File: src/design/lru_page_replacement_defines.svh
// Assertion macros used by the top design file.
`ifndef LRU_PAGE_REPLACEMENT_DEFINES_SVH
`define LRU_PAGE_REPLACEMENT_DEFINES_SVH

`ifndef SYNTHESIS
// ante holds -> cons holds in the same cycle
`define LRUPR_ASSERT_IMP(name, clk, rst_n, ante, cons) \
    name: assert property (@(posedge clk) disable iff (!(rst_n)) (ante) |-> (cons)) \
        else $error("lrupr: same-cycle check failed");
// ante holds -> cons holds in the next cycle
`define LRUPR_ASSERT_NEXT(name, clk, rst_n, ante, cons) \
    name: assert property (@(posedge clk) disable iff (!(rst_n)) (ante) |=> (cons)) \
        else $error("lrupr: next-cycle check failed");
`else
`define LRUPR_ASSERT_IMP(name, clk, rst_n, ante, cons)
`define LRUPR_ASSERT_NEXT(name, clk, rst_n, ante, cons)
`endif

`endif

File: src/design/lrupr_pkg.sv
package lrupr_pkg;

    // default geometry
    localparam int FRAMES_DEF    = 16;
    localparam int PAGE_BITS_DEF = 16;

    // fixed port widths
    localparam int PAGE_W  = 16;
    localparam int SLOT_W  = 4;
    localparam int TOTAL_W = 32;

    // register port
    localparam int CFG_W     = 5;
    localparam int ADDR_W    = 3;
    localparam int DATA_W    = 32;
    localparam int REG_IDX_W = 1;

    localparam logic [CFG_W-1:0]     CFG_RESET         = 5'd16;
    localparam logic [REG_IDX_W-1:0] REG_FRAMES_IN_USE = 1'b0;

    // one result beat
    typedef struct packed {
        logic               hit;
        logic [SLOT_W-1:0]  slot;
        logic               evicted_valid;
        logic [PAGE_W-1:0]  evicted_page;
        logic [TOTAL_W-1:0] fault_total;
        logic [TOTAL_W-1:0] hit_total;
    } t_res;

endpackage

File: src/design/lrupr_cell.sv
module lrupr_cell #(
    parameter int  PAGE_BITS = lrupr_pkg::PAGE_BITS_DEF,
    parameter int  INDEX     = 0,
    parameter int  IDX_W     = 4,
    parameter int  CNT_W     = 5,
    parameter type t_scan    = logic,
    parameter type t_upd     = logic
) (
    input  logic                 i_clk,
    input  logic                 i_rst_n,
    input  logic [PAGE_BITS-1:0] i_key,
    input  logic [CNT_W-1:0]     i_used,
    input  logic                 i_tok_valid,
    input  t_scan                i_tok,
    output logic                 o_tok_valid,
    output t_scan                o_tok,
    input  t_upd                 i_upd
);

    logic [PAGE_BITS-1:0] r_page;
    logic                 r_valid;
    logic [IDX_W-1:0]     r_rank;
    logic                 r_tok_valid;
    t_scan                r_tok;
    t_scan                n_tok;
    logic                 w_in_use;
    logic                 w_match;

    // frame takes part only below the count in use
    assign w_in_use = (CNT_W'(INDEX) < i_used);
    assign w_match  = w_in_use && r_valid && (r_page == i_key);

    // fold this frame into the passing search record
    always_comb begin
        n_tok = i_tok;
        if (w_match && !i_tok.hit_found) begin
            n_tok.hit_found = 1'b1;
            n_tok.hit_idx   = IDX_W'(INDEX);
            n_tok.hit_rank  = r_rank;
        end
        if (w_in_use && !r_valid && !i_tok.empty_found) begin
            n_tok.empty_found = 1'b1;
            n_tok.empty_idx   = IDX_W'(INDEX);
        end
        if (w_in_use && (!i_tok.best_have || (r_rank > i_tok.best_rank))) begin
            n_tok.best_have = 1'b1;
            n_tok.best_idx  = IDX_W'(INDEX);
            n_tok.best_rank = r_rank;
            n_tok.best_page = r_page;
        end
    end

    // token handoff to the next cell
    always_ff @(posedge i_clk) begin
        if (!i_rst_n) begin
            r_tok_valid <= 1'b0;
        end else begin
            r_tok_valid <= i_tok_valid;
        end
    end

    always_ff @(posedge i_clk) begin
        if (i_tok_valid) begin
            r_tok <= n_tok;
        end
    end

    assign o_tok_valid = r_tok_valid;
    assign o_tok       = r_tok;

    // frame valid bit
    always_ff @(posedge i_clk) begin
        if (!i_rst_n) begin
            r_valid <= 1'b0;
        end else if (i_upd.en && (i_upd.idx == IDX_W'(INDEX))) begin
            r_valid <= 1'b1;
        end
    end

    // page and recency rank; frames more recent than the used one age by one
    always_ff @(posedge i_clk) begin
        if (i_upd.en) begin
            if (i_upd.idx == IDX_W'(INDEX)) begin
                r_rank <= '0;
                if (i_upd.fill) begin
                    r_page <= i_upd.page;
                end
            end else if (r_valid && (!i_upd.old_valid || (r_rank < i_upd.old_rank))) begin
                r_rank <= r_rank + 1'b1;
            end
        end
    end

endmodule

File: src/design/lru_page_replacement.sv
// Channel  | Handshake           | Payload
// ---------+---------------------+----------------------------------------------
// page in  | i_valid / o_ready   | i_page
// result   | o_valid / i_ready   | o_hit o_slot o_evicted_valid o_evicted_page
//          |                     | o_fault_total o_hit_total
// register | psel penable pwrite | paddr pwdata prdata, pready tied high
//
// For each reference a search record walks the row of frame cells one cell per
// cycle; the choice is then settled into registers, and a write step updates the
// frames, totals and result register. The next reference is taken in that write
// step. Reset (synchronous) empties all frames and zeroes both totals.
// A result held by i_ready low stalls only the write step; one waiting result
// and one searching reference can be in flight together.
module lru_page_replacement #(
    parameter int FRAMES    = lrupr_pkg::FRAMES_DEF,
    parameter int PAGE_BITS = lrupr_pkg::PAGE_BITS_DEF
) (
    input  logic                                i_clk,
    input  logic                                i_rst_n,
    // page reference
    input  logic                                i_valid,
    output logic                                o_ready,
    input  logic [lrupr_pkg::PAGE_W-1:0]        i_page,
    // result
    output logic                                o_valid,
    input  logic                                i_ready,
    output logic                                o_hit,
    output logic [lrupr_pkg::SLOT_W-1:0]        o_slot,
    output logic                                o_evicted_valid,
    output logic [lrupr_pkg::PAGE_W-1:0]        o_evicted_page,
    output logic [lrupr_pkg::TOTAL_W-1:0]       o_fault_total,
    output logic [lrupr_pkg::TOTAL_W-1:0]       o_hit_total,
    // register port
    input  logic                                psel,
    input  logic                                penable,
    input  logic                                pwrite,
    input  logic [lrupr_pkg::ADDR_W-1:0]        paddr,
    input  logic [lrupr_pkg::DATA_W-1:0]        pwdata,
    output logic [lrupr_pkg::DATA_W-1:0]        prdata,
    output logic                                pready
);

    import lrupr_pkg::*;

    `include "lru_page_replacement_defines.svh"

    localparam int IDX_W = (FRAMES > 1) ? $clog2(FRAMES) : 1;
    localparam int CNT_W = $clog2(FRAMES + 1);

    typedef struct packed {
        logic                 hit_found;
        logic [IDX_W-1:0]     hit_idx;
        logic [IDX_W-1:0]     hit_rank;
        logic                 empty_found;
        logic [IDX_W-1:0]     empty_idx;
        logic                 best_have;
        logic [IDX_W-1:0]     best_idx;
        logic [IDX_W-1:0]     best_rank;
        logic [PAGE_BITS-1:0] best_page;
    } t_scan;

    typedef struct packed {
        logic                 en;
        logic [IDX_W-1:0]     idx;
        logic                 old_valid;
        logic [IDX_W-1:0]     old_rank;
        logic                 fill;
        logic [PAGE_BITS-1:0] page;
    } t_upd;

    typedef enum logic [1:0] {
        S_IDLE,
        S_SCAN,
        S_DONE
    } t_state;

    t_state               r_state;
    logic                 r_start;
    logic [CFG_W-1:0]     r_cfg;
    logic [PAGE_BITS-1:0] r_key;
    logic                 r_hit;
    logic [IDX_W-1:0]     r_idx;
    logic                 r_old_valid;
    logic [IDX_W-1:0]     r_old_rank;
    logic                 r_ev_valid;
    logic [PAGE_BITS-1:0] r_ev_page;
    logic                 r_out_valid;
    t_res                 r_out;
    logic [TOTAL_W-1:0]   r_fault_cnt;
    logic [TOTAL_W-1:0]   r_hit_cnt;
    logic [TOTAL_W-1:0]   n_fault_cnt;
    logic [TOTAL_W-1:0]   n_hit_cnt;

    logic                 w_accept;
    logic                 w_apply;
    logic                 w_cfg_wr;
    logic [CNT_W-1:0]     w_used;
    logic                 w_last_valid;
    t_scan                w_last;
    t_upd                 w_upd;
    logic                 w_tok_valid [FRAMES+1];
    t_scan                w_tok       [FRAMES+1];

    // register port
    assign pready   = 1'b1;
    assign w_cfg_wr = psel && penable && pwrite && pready
                      && (paddr[ADDR_W-1] == REG_FRAMES_IN_USE);
    assign prdata   = (paddr[ADDR_W-1] == REG_FRAMES_IN_USE) ? DATA_W'(r_cfg) : '0;

    // frames in use, clamped to 1..FRAMES
    always_comb begin
        if (r_cfg == '0) begin
            w_used = CNT_W'(1);
        end else if (int'(r_cfg) > FRAMES) begin
            w_used = CNT_W'(FRAMES);
        end else begin
            w_used = CNT_W'(r_cfg);
        end
    end

    // handshakes
    assign w_apply  = (r_state == S_DONE) && (!r_out_valid || i_ready);
    assign o_ready  = (r_state == S_IDLE) || w_apply;
    assign w_accept = i_valid && o_ready;

    // row of frame cells; search record enters at cell 0
    assign w_tok_valid[0] = r_start;
    assign w_tok[0]       = '0;

    for (genvar k = 0; k < FRAMES; k++) begin : g_cell
        lrupr_cell #(
            .PAGE_BITS (PAGE_BITS),
            .INDEX     (k),
            .IDX_W     (IDX_W),
            .CNT_W     (CNT_W),
            .t_scan    (t_scan),
            .t_upd     (t_upd)
        ) u_cell (
            .i_clk       (i_clk),
            .i_rst_n     (i_rst_n),
            .i_key       (r_key),
            .i_used      (w_used),
            .i_tok_valid (w_tok_valid[k]),
            .i_tok       (w_tok[k]),
            .o_tok_valid (w_tok_valid[k+1]),
            .o_tok       (w_tok[k+1]),
            .i_upd       (w_upd)
        );
    end

    assign w_last_valid = w_tok_valid[FRAMES];
    assign w_last       = w_tok[FRAMES];

    // broadcast update to all cells
    always_comb begin
        w_upd.en        = w_apply;
        w_upd.idx       = r_idx;
        w_upd.old_valid = r_old_valid;
        w_upd.old_rank  = r_old_rank;
        w_upd.fill      = !r_hit;
        w_upd.page      = r_key;
    end

    // saturating totals
    always_comb begin
        n_fault_cnt = r_fault_cnt;
        n_hit_cnt   = r_hit_cnt;
        if (r_hit) begin
            if (r_hit_cnt != '1) begin
                n_hit_cnt = r_hit_cnt + 1'b1;
            end
        end else if (r_fault_cnt != '1) begin
            n_fault_cnt = r_fault_cnt + 1'b1;
        end
    end

    // control state and registered outputs
    always_ff @(posedge i_clk) begin
        if (!i_rst_n) begin
            r_state     <= S_IDLE;
            r_start     <= 1'b0;
            r_out_valid <= 1'b0;
            r_cfg       <= CFG_RESET;
            r_fault_cnt <= '0;
            r_hit_cnt   <= '0;
        end else begin
            r_start <= w_accept;
            if (w_cfg_wr) begin
                r_cfg <= pwdata[CFG_W-1:0];
            end
            unique case (r_state)
                S_IDLE: begin
                    if (w_accept) begin
                        r_state <= S_SCAN;
                    end
                end
                S_SCAN: begin
                    if (w_last_valid) begin
                        r_state <= S_DONE;
                    end
                end
                S_DONE: begin
                    if (w_accept) begin
                        r_state <= S_SCAN;
                    end else if (w_apply) begin
                        r_state <= S_IDLE;
                    end
                end
                default: r_state <= S_IDLE;
            endcase
            if (w_apply) begin
                r_out_valid <= 1'b1;
                r_fault_cnt <= n_fault_cnt;
                r_hit_cnt   <= n_hit_cnt;
            end else if (i_ready) begin
                r_out_valid <= 1'b0;
            end
        end
    end

    // payload: key, settled choice, result beat
    always_ff @(posedge i_clk) begin
        if (w_accept) begin
            r_key <= PAGE_BITS'(i_page);
        end
        if (w_last_valid) begin
            r_hit       <= w_last.hit_found;
            r_old_valid <= w_last.hit_found || !w_last.empty_found;
            r_old_rank  <= w_last.hit_found ? w_last.hit_rank : w_last.best_rank;
            r_ev_valid  <= !w_last.hit_found && !w_last.empty_found;
            r_ev_page   <= (!w_last.hit_found && !w_last.empty_found) ?
                           w_last.best_page : '0;
            if (w_last.hit_found) begin
                r_idx <= w_last.hit_idx;
            end else if (w_last.empty_found) begin
                r_idx <= w_last.empty_idx;
            end else begin
                r_idx <= w_last.best_idx;
            end
        end
        if (w_apply) begin
            r_out.hit           <= r_hit;
            r_out.slot          <= SLOT_W'(r_idx);
            r_out.evicted_valid <= r_ev_valid;
            r_out.evicted_page  <= PAGE_W'(r_ev_page);
            r_out.fault_total   <= n_fault_cnt;
            r_out.hit_total     <= n_hit_cnt;
        end
    end

    assign o_valid         = r_out_valid;
    assign o_hit           = r_out.hit;
    assign o_slot          = r_out.slot;
    assign o_evicted_valid = r_out.evicted_valid;
    assign o_evicted_page  = r_out.evicted_page;
    assign o_fault_total   = r_out.fault_total;
    assign o_hit_total     = r_out.hit_total;

    // checks
    `LRUPR_ASSERT_IMP(a_tok_only_in_scan, i_clk, i_rst_n, w_last_valid, r_state == S_SCAN)
    `LRUPR_ASSERT_NEXT(a_apply_loads_out, i_clk, i_rst_n, w_apply, r_out_valid)
    `LRUPR_ASSERT_IMP(a_hit_no_evict, i_clk, i_rst_n, r_out_valid, !(r_out.hit && r_out.evicted_valid))
    `LRUPR_ASSERT_NEXT(a_hit_count_step, i_clk, i_rst_n, w_apply && r_hit && (r_hit_cnt != '1), r_hit_cnt == $past(r_hit_cnt) + 1'b1)

endmodule
File: config.mk
export PLATFORM = sky130hd
export DESIGN_NAME = lru_page_replacement
export DESIGN_NICKNAME = d
export VERILOG_FILES = /design/src/design/lrupr_pkg.sv /design/src/design/lrupr_cell.sv /design/src/design/lru_page_replacement.sv
export VERILOG_INCLUDE_DIRS = /design/src /design/src/design
export SDC_FILE = /design/constraint.sdc
export NUM_CORES = 2
export LEC_CHECK = 0
export BUFFER_PORTS_ARGS = -buffer_cell sky130_fd_sc_hd__buf_2
export CORE_MARGIN = 2
export CORE_UTILIZATION = 40
export DETAILED_ROUTE_END_ITERATION = 8
export PLACE_DENSITY = 0.58
export SYNTH_ARGS = -nofsm -noshare
export SYNTH_HDL_FRONTEND = slang
export SYNTH_HIERARCHICAL = 1
export SYNTH_SLANG_ARGS = --single-unit
File: constraint.sdc
create_clock -name i_clk -period 8.2 [get_ports i_clk]
set_clock_uncertainty 0.05 [all_clocks]
set_input_delay 1.23 -clock i_clk [delete_from_list [all_inputs] [get_ports i_clk]]
set_output_delay 1.23 -clock i_clk [all_outputs]
set_load 0.02 [all_outputs]
==> reports/qor.log <==
qor: power_and_ir_drop.netSwitchingPower 2.60 mW
qor: power_and_ir_drop.p_leak 21.2 nW
qor: timing.slew_of_the_pin_with_the_lowest_slew_margin 1250 ps
qor: clock_network.insertion_delay 750 ps
qor: critical_path.critical_path.reg2reg.endpoint g_cell[3].u_cell/r_page[5]
qor: floorplan.die_width 367 um
qor: critical_path.start_kind input port
qor: floorplan.floorplan.initialDensity 0.402
qor: global_routing.grt_overflow 0
qor: timing.timing_hold_violations_final 0
qor: power_and_ir_drop.netSwitchingFraction 0.205
qor: power_and_ir_drop.power_density 212 nW/um^2
qor: timing.achievable-frequency 0.259 GHz
qor: route.ant_nets 0
qor: timing.rsz_0062_raised_after_global_routing false
qor: floorplan.ios 179
qor: power_and_ir_drop.internal_power 10.1 mW
qor: timing.fin_crit_sh 0.472
qor: timing.final_max_slew_viol_count 0
qor: power_and_ir_drop.power_frac_clock 0.462
qor: logic_synthesis.syn_avg_cell_area 15.0 um^2
qor: place.dp_hpwl 77.1 mm
qor: flow_run.max_cap_viol_count 0
qor: critical_path.critical_path.max_stage_delay 820 ps
qor: global_routing.grt_pass1_wl 178 mm
qor: critical_path.crit_chain buf_2, nand2b_1, nand2b_1, inv_6, buf_4, and3_1
qor: place.dpl_cell_area 55,600 um^2
qor: logic_synthesis.yosys_warnings 6
qor: timing.post-route-min-period 3870 ps
qor: status.run_status finished, final reports clean
qor: global_routing.antenna_found_initial 2
qor: route.dr.first_iter.drc_count 1,901
qor: place.io_buffer_count 121
qor: timing.worst_slew_margin_relative_to_its_limit 0.169
qor: floorplan.core_region 131,000 um^2
qor: final_layout.final_layout_size_suffix_gt1_frac 0.244
qor: clock_network.cts_root_buf sky130_fd_sc_hd__clkbuf_16
qor: power_and_ir_drop.p_comb_frac 0.023
qor: final_layout.synthToLayoutAreaGrowth 13.9%
qor: clock_network.worst_setup_hold_path_clk_slew 60 ps
qor: final_layout.final_cell_mix 1,072 x sky130_fd_sc_hd__edfxtp_1, 331 x sky130_fd_sc_hd__mux2_2, 196 x sky130_fd_sc_hd__xnor2_1, 153 x sky130_fd_sc_hd__xor2_1, 140 x sky130_fd_sc_hd__clkbuf_16
qor: floorplan.floorplan.rows 133
qor: final_layout.final_nets 3,973
qor: min_path.worst_hold_startpoint r_ev_page[8]
qor: critical_path.cpMostUsedCell sky130_fd_sc_hd__nand2b_1
qor: final_layout.layout_commonest_cell sky130_fd_sc_hd__edfxtp_1
qor: clock_network.clk_path_buf_depth 3
qor: critical_path.critPathMaxFanout 75
qor: place.pre_cts_ws 3530 ps
qor: critical_path.critical_path_arrival 4190 ps
qor: clock_network.cts.repair_timing.setup_buffer_count 0
qor: timing.setup_viol 0
qor: min_path.min-delay-path-class register to register
qor: logic_synthesis.syn-instance-count 3,501
qor: critical_path.critPathRequiredTime 8520 ps
qor: critical_path.timing.critical_path.from i_ready
qor: route.route.detailed.drc 0
qor: critical_path.critPathBufInv 3
qor: floorplan.die_y 367 um
qor: critical_path.worstSetupEndpointType register
qor: logic_synthesis.synth_area 52,600 um^2
qor: clock_network.tritoncts_num_sinks 1,177
qor: critical_path.highest_delay_cell_along_the_critical_path sky130_fd_sc_hd__and3_1
qor: route.drt-total-wl 117 mm
qor: global_routing.maximum_number_of_pins_on_one_net_before_global_route_repair 76
qor: clock_network.cts_repair_resize_count 0
qor: floorplan.die_area 134,000 um^2
qor: critical_path.crit_type input port to register
qor: final_layout.layout.cell_area.non_filler 59,900 um^2
qor: route.viasPerCell 4.98
qor: critical_path.path_delay_family simple AND/OR/NAND/NOR gates
qor: clock_network.cts_max_level 4
qor: power_and_ir_drop.ir_drop 0.000199 V
qor: min_path.min_path_cells 0
qor: final_layout.post_layout_nonfiller_instances 5,651
qor: critical_path.regToRegSetupSlack 4430 ps
qor: critical_path.r2r.worst_path.cells 5
qor: timing.setup_ws 4330 ps
qor: route.num_vias 28.1k
qor: final_layout.layout_fillers 11.5k
qor: clock_network.hold_buffers 0
qor: route.drt_pass1_iterations 5
qor: critical_path.critical_path.reg2reg.startpoint r_state[0]
qor: place.post-place-cells 5,404
qor: power_and_ir_drop.share_seq_of_total_power 0.515
qor: clock_network.num_cts_buffers 134
qor: global_routing.global_route.usage.total 0.173
qor: timing.finalSetupTns 0 ps
qor: global_routing.grt_pass1_vias 28.6k
qor: route.avgRoutedWirePerCell 20.6 um
qor: min_path.worstHoldEndpoint o_evicted_page[8]
qor: clock_network.tritoncts built
qor: place.place.gp.congestion 0.809
==> per-layer routing <==
| layer | GRT usage | wire length (um) |
|---|---|---|
| met5 | 0 | 0 |
| met4 | 0.0550 | 2890 |
| met3 | 0.0266 | 3710 |
| met2 | 0.295 | 57600 |
| met1 | 0.227 | 52300 |
==> layout make-up <==
type / instances / area [um^2] / area share
flip-flops and latches: 1177 / 34300 / 0.573
multi-input cells: 2147 / 17400 / 0.291
clock buffers: 184 / 3780 / 0.0631
well taps: 1755 / 2200 / 0.0367
repair buffers: 191 / 1130 / 0.0189
clock inverters: 62 / 538 / 0.00898
inverters: 134 / 508 / 0.00848
diodes: 1 / 2.50 / 0.0000418
==> through the flow <==
stage / hold slack [ps] / total power, mW / utilization
2_1_floorplan: 350 / 6.86 / -
3_3_place_gp: 357 / 6.95 / 0.424
3_5_place_dp: 355 / 6.95 / 0.424
4_1_cts: 358 / 12.8 / 0.457
5_1_grt: 361 / 13.1 / 0.457
6_report: 360 / 12.7 / 0.457
==> registers in the layout, summed over array words and instances, names as in the netlist, 5 cells and up <==
| name | flops |
|---|---|
| r_ev_page | 16 |
| g_cell.u_cell/o_tok_valid | 16 |
| r_key | 16 |
| r_fault_cnt | 32 |
| g_cell.u_cell/o_tok | 623 |
| o_fault_total | 32 |
| g_cell.u_cell/r_valid | 16 |
| o_evicted_page | 16 |
| g_cell.u_cell/r_rank | 64 |
| r_cfg | 5 |
| r_hit_cnt | 32 |
| g_cell.u_cell/r_page | 256 |
| o_hit_total | 32 |
==> worst reg2reg max path: stages (launching register included) <==
cell and delay, ps:
sky130_fd_sc_hd__dfxtp_1 340, sky130_fd_sc_hd__nand2b_1 210, sky130_fd_sc_hd__nand2b_1 600, sky130_fd_sc_hd__inv_6 750, sky130_fd_sc_hd__buf_4 560, sky130_fd_sc_hd__and3_1 880
==> worst max-delay path by stage <==
| stage | to | cells past startpoint | slack (ps) |
|---|---|---|---|
| 2_1_floorplan | r_hit_cnt[27] | 7 | 3240 |
| 3_3_place_gp | g_cell[0].u_cell/r_page[5] | 6 | 3570 |
| 3_5_place_dp | g_cell[4].u_cell/r_page[12] | 6 | 3530 |
| 4_1_cts | g_cell[4].u_cell/r_page[4] | 6 | 4350 |
| 5_1_grt | g_cell[4].u_cell/r_page[4] | 6 | 4140 |
| 6_report | g_cell[3].u_cell/r_page[5] | 6 | 4330 |
==> power groups by stage <==
stage / combinational [mW] / sequential [mW] / clock [mW]
after CTS: 0.294 / 6.53 / 6.01
after global routing: 0.313 / 6.53 / 6.25
after detailed placement: 0.293 / 6.66 / 0
after floorplan: 0.172 / 6.68 / 0
after global placement: 0.292 / 6.66 / 0
final: 0.287 / 6.53 / 5.86
No activity file was read; power rests on OpenSTA's default activity.
